File: src/rtl/qrot_pkg.sv
// Shared widths, payload types and constants for the quaternion rotation block.
`default_nettype none

package qrot_pkg;

	localparam int DATA_W        = 32;
	localparam int FRAC_BITS_DEF = 16;
	localparam int EPS_W         = 16;
	localparam logic [EPS_W-1:0] EPS_RESET = EPS_W'(1);

	// Sum of four squares, unsigned.
	localparam int N_W = 2 * DATA_W + 1;
	// Wide multiplier operand (s, 2*dot, cross terms), signed.
	localparam int P_W = 2 * DATA_W + 2;
	// Narrow multiplier operand and quotient width.
	localparam int Q_W = DATA_W + 1;
	// Rotated numerator, signed.
	localparam int T_W = 3 * DATA_W + 6;
	// Rounded dividend, unsigned.
	localparam int D_W = T_W + 1;
	// Divider partial remainder.
	localparam int R_W = 2 * DATA_W + 3;

	typedef struct packed {
		logic signed [DATA_W-1:0] quat_x;
		logic signed [DATA_W-1:0] quat_y;
		logic signed [DATA_W-1:0] quat_z;
		logic signed [DATA_W-1:0] quat_w;
		logic signed [DATA_W-1:0] vec_x;
		logic signed [DATA_W-1:0] vec_y;
		logic signed [DATA_W-1:0] vec_z;
	} qrot_in_t;

	typedef struct packed {
		logic signed [DATA_W-1:0] rot_x;
		logic signed [DATA_W-1:0] rot_y;
		logic signed [DATA_W-1:0] rot_z;
		logic                     degenerate;
		logic                     saturated;
	} qrot_out_t;

	// Per-item sideband that bypasses the dividers.
	typedef struct packed {
		logic                     deg;
		logic signed [DATA_W-1:0] vec_x;
		logic signed [DATA_W-1:0] vec_y;
		logic signed [DATA_W-1:0] vec_z;
	} qrot_side_t;

	// One component's division job: round(num / n) set up as dnum / dden.
	typedef struct packed {
		logic [D_W-1:0] dnum;
		logic [P_W-1:0] dden;
		logic           neg;
	} qrot_div_in_t;

endpackage

`default_nettype wire

File: src/rtl/qrot_skid.sv
// Output register with one skid entry; the pipeline freezes only while the skid entry is full.
`default_nettype none

module qrot_skid import qrot_pkg::*; (
	input  wire logic      clk,
	input  wire logic      arst_n,
	input  wire logic      push,
	input  wire qrot_out_t din,
	output      logic      full,
	output      logic      out_valid,
	input  wire logic      out_stall,
	output      qrot_out_t out_item
);

	logic      vld_q, skid_vld_q;
	qrot_out_t out_q, skid_q;
	logic      out_free;

	assign out_free = !vld_q || !out_stall;

	always_ff @(posedge clk or negedge arst_n) begin
		if (!arst_n) begin
			vld_q      <= 1'b0;
			skid_vld_q <= 1'b0;
		end else if (out_free) begin
			vld_q      <= skid_vld_q || push;
			skid_vld_q <= 1'b0;
		end else if (push) begin
			skid_vld_q <= 1'b1;
		end
	end

	always_ff @(posedge clk) begin
		if (out_free) begin
			out_q <= skid_vld_q ? skid_q : din;
		end else if (push) begin
			skid_q <= din;
		end
	end

	assign full      = skid_vld_q;
	assign out_valid = vld_q;
	assign out_item  = out_q;

	a_skid_only_when_held: assert property (@(posedge clk) disable iff (!arst_n)
		$rose(skid_vld_q) |-> $past(vld_q && out_stall))
		else $error("skid entry filled while output was free");

	a_skid_behind_output: assert property (@(posedge clk) disable iff (!arst_n)
		skid_vld_q |-> vld_q)
		else $error("skid entry held with empty output register");

	a_no_push_when_full: assert property (@(posedge clk) disable iff (!arst_n)
		skid_vld_q |-> !push)
		else $error("item pushed into full skid stage");

endmodule

`default_nettype wire

File: config.mk
export PLATFORM = sky130hd
export DESIGN_NAME = qrot_skid
export DESIGN_NICKNAME = d
export VERILOG_FILES = /design/src/rtl/qrot_pkg.sv /design/src/rtl/qrot_skid.sv
export SDC_FILE = /design/constraint.sdc
export NUM_CORES = 1
export LEC_CHECK = 0
export BUFFER_PORTS_ARGS = -buffer_cell sky130_fd_sc_hd__buf_2
export CAP_MARGIN = 0
export CORE_ASPECT_RATIO = 1.25
export CORE_MARGIN = 10
export CORE_UTILIZATION = 52
export DETAILED_ROUTE_END_ITERATION = 10
export GPL_ROUTABILITY_DRIVEN = 1
export PLACE_DENSITY_LB_ADDON = 0.15
export SLEW_MARGIN = 20
export SYNTH_ARGS = -nofsm -noshare
export SYNTH_HDL_FRONTEND = slang
export SYNTH_SLANG_ARGS = --single-unit
File: constraint.sdc
create_clock -name clk -period 4.09 [get_ports clk]
set_clock_uncertainty 0.15 [all_clocks]
set_input_delay 0.6135 -clock clk [delete_from_list [all_inputs] [get_ports clk]]
set_output_delay 0.6135 -clock clk [all_outputs]
set_load 0.02 [all_outputs]
==> impl_results.md <==
* H-tree Lvls at 4
* Die height at about 160 µm
* Seq cells post-synth at just under 200
* Critical path, cell by cell: buf_2
* Post-CTS Hold Fix Bufs at 1
* GRT overflow at 0
* Synth Area in Compound Gates at 0.00245
* Synth Area in Simple Gates at 0.00131
* Vias in the first global route at 4028
* Seq/Total Area, Yosys at 0.776
* Reg area at 5940 µm²
* Multi-input gate area at 1510 µm²
* RSZ-0062 raised after global routing: false
* Post-Syn Area at 7650 µm²
* DR pass1 iterations at 4
* Final min period at around 2.5 ns
* Tcrit/Tclk final at 0.603
* Syn Nets at 413
* Clk network pwr share at 0.337
* Reg2Reg Depth at 2
* Reg2Reg Setup Slack at 1.86 ns
* Setup crit start kind: register
* Critical path required time at 3.33 ns
* Synth warnings at 0
* All-layer global routing usage at 0.148
* # rows at 49
* CP Class: reg2out
* Buffer and inverter count on the worst path at 1
* RePlAce Congestion at 0.782
* R2R Path End: out_item[63]
* Layout Nets at 628
* Cell count after synthesis at 311
* First DRT Iteration DRCs at 252
* # diodes at 0
* Worst Hold End: skid_q[84]
* Post-CTS Resized at 0
* Mean Syn Cell Area at 24.6 µm²
* Peak supply drop at between 0.3 and 0.4 mV
* Drt via density at 5.07
* CTS root buffer: clkbuf_16
* Slowest stage delay, CP at 0.98 ns
* # fillers at 1028
* Final Non-Filler Cells at roughly 700
* Crit end category: primary output
* Fmax at slightly above 0.4 GHz
* Clk sinks at 198
* Switching Fraction at 0.231
* Status: completed
* Die area at about 20000 µm²
* Cells after DPL at 684
* Area Overhead vs Synth at 21.5%
* Worst-path fanout max at 46
* Critical path's slowest cell: dfrtp_4
* Hold path cells at 1
* Critical path launch point: full
* Library cells used by synthesis at 9
* PwrDens at 486 nW/µm²
* Synth Area in Adders at 0
* CTS tree: yes
* Remaining antenna violation count at 0
* CTS buffer count at 17
* I/O pin count at 202
* CP top delay family: flip-flops
* Post-synthesis mux area share at 0.192
* Final Max Slew Viols at 0
* Buffers on Ports at around 200
* Total power at about 4500 µW
* Drt drc at 0
* P_leak at 0.00375 µW
* Antenna violations before repair at 2
* Setup bufs post-CTS at 0
* Most frequent cells in the layout: 201 x buf_2, 196 x edfxtp_1, 98 x mux2_4
* Share of post-route cells with drive strength above 1 at 0.623
* Skew-Pair Late Insertion Delay at about 0.42 ns
* Core footprint at 14400 µm²
* Register share of total power at 0.545
* Routed len/inst at 20.7 µm
* First-pass GRT wire length at ~23000 µm
* Hold Crit Class: in2reg
* Combinational share of power at 0.118
* DPL Wire Length at around 11000 µm
* Worst hold path startpoint: din[84]
* Largest family of logic cells by synthesized area: multiplexers
* Die X at 128 µm
* Setup-failing EPs final at 0
* Initial core utilization at 0.531
* XOR/XNOR Fraction of Synth Area at 0
* P_int at 3480 µW
* Clock transition at path regs at 0.07 ns
* Commonest non-fill, non-tap cell in the layout: buf_2
* Hold Violations, Final at 0
* Worst EP arrival at 1.70 ns
* Worst-margin pin slew at 0.851 ns
* TNS Setup at 0 ns
* Final WL at 14800 µm
* MaxCap Viol Count at 0
* Sw power at 1040 µW
* Worst R2R Start: full
* Clk buf depth at 2
* Largest net degree at the start of global routing at 53
* Vias at 3637
* Slew headroom at 0.432
-- metal layers --
layer,global-route usage,vias up,part of all wire
met5,0,-,0.0017
met2,0.246,135,0.51
met1,0.165,1791,0.39
li1,-,1679,-
met4,0.0666,4,0.021
met3,0.0558,28,0.078
-- final cells by class --
| type | instances | area share |
|---|---|---|
| clock buffers | 17 | 0.0458 |
| clock inverters | 15 | 0.0123 |
| multi-input cells | 102 | 0.163 |
| flip-flops and latches | 198 | 0.639 |
| well taps | 178 | 0.0240 |
| repair buffers | 207 | 0.116 |
-- cells by family after synthesis --
| logic type | after synthesis |
|---|---|
| DFF | 198 |
| muxes | 98 |
| buffers and inverters | 11 |
| AOI/OAI and AO/OA | 2 |
| and+or+nand+nor | 2 |
-- flip-flops by register name (all words and copies together) (netlist names) --
name,flops
skid_q,98
out_valid,1
full,1
out_item,98
-- power groups by stage --
stage | clock, µW | combinational [µW] | sequential (µW)
after global routing | 1650 | 566 | 2480
after floorplan | 0 | 249 | 2620
after detailed placement | 0 | 543 | 2510
after CTS | 1560 | 544 | 2470
final | 1520 | 532 | 2460
after global placement | 0 | 529 | 2510
-- cells in the mapped netlist --
master,count,area share
buf_12,10,0.026
buf_6,1,0.0015
mux2_4,98,0.19
and3_1,1,0.00082
edfxtp_1,196,0.77
o211a_1,1,0.0013
dfrtp_1,2,0.0065
nand2_1,1,0.00049
a211o_1,1,0.0011
-- how the worst max path moves through the flow --
stage          cells after the start  slack (ns)          to
2_1_floorplan                      1        0.53   skid_q[0]
4_1_cts                            1        1.57        full
5_1_grt                            1        1.53        full
3_3_place_gp                       3        1.80  skid_q[80]
3_5_place_dp                       3        1.75  skid_q[80]
6_report                           1        1.62        full
-- through the flow --
stage,setup WS [ns],util,area [µm²],hold WS [ns]
6_report,1.62,0.645,9290,0.234
5_1_grt,1.53,0.645,9290,0.212
3_3_place_gp,1.80,0.607,8740,0.247
3_5_place_dp,1.75,0.607,8740,0.252
2_1_floorplan,0.534,-,7650,0.168
4_1_cts,1.57,0.645,9290,0.210
Note: power is estimated with default switching activity, not from simulation.
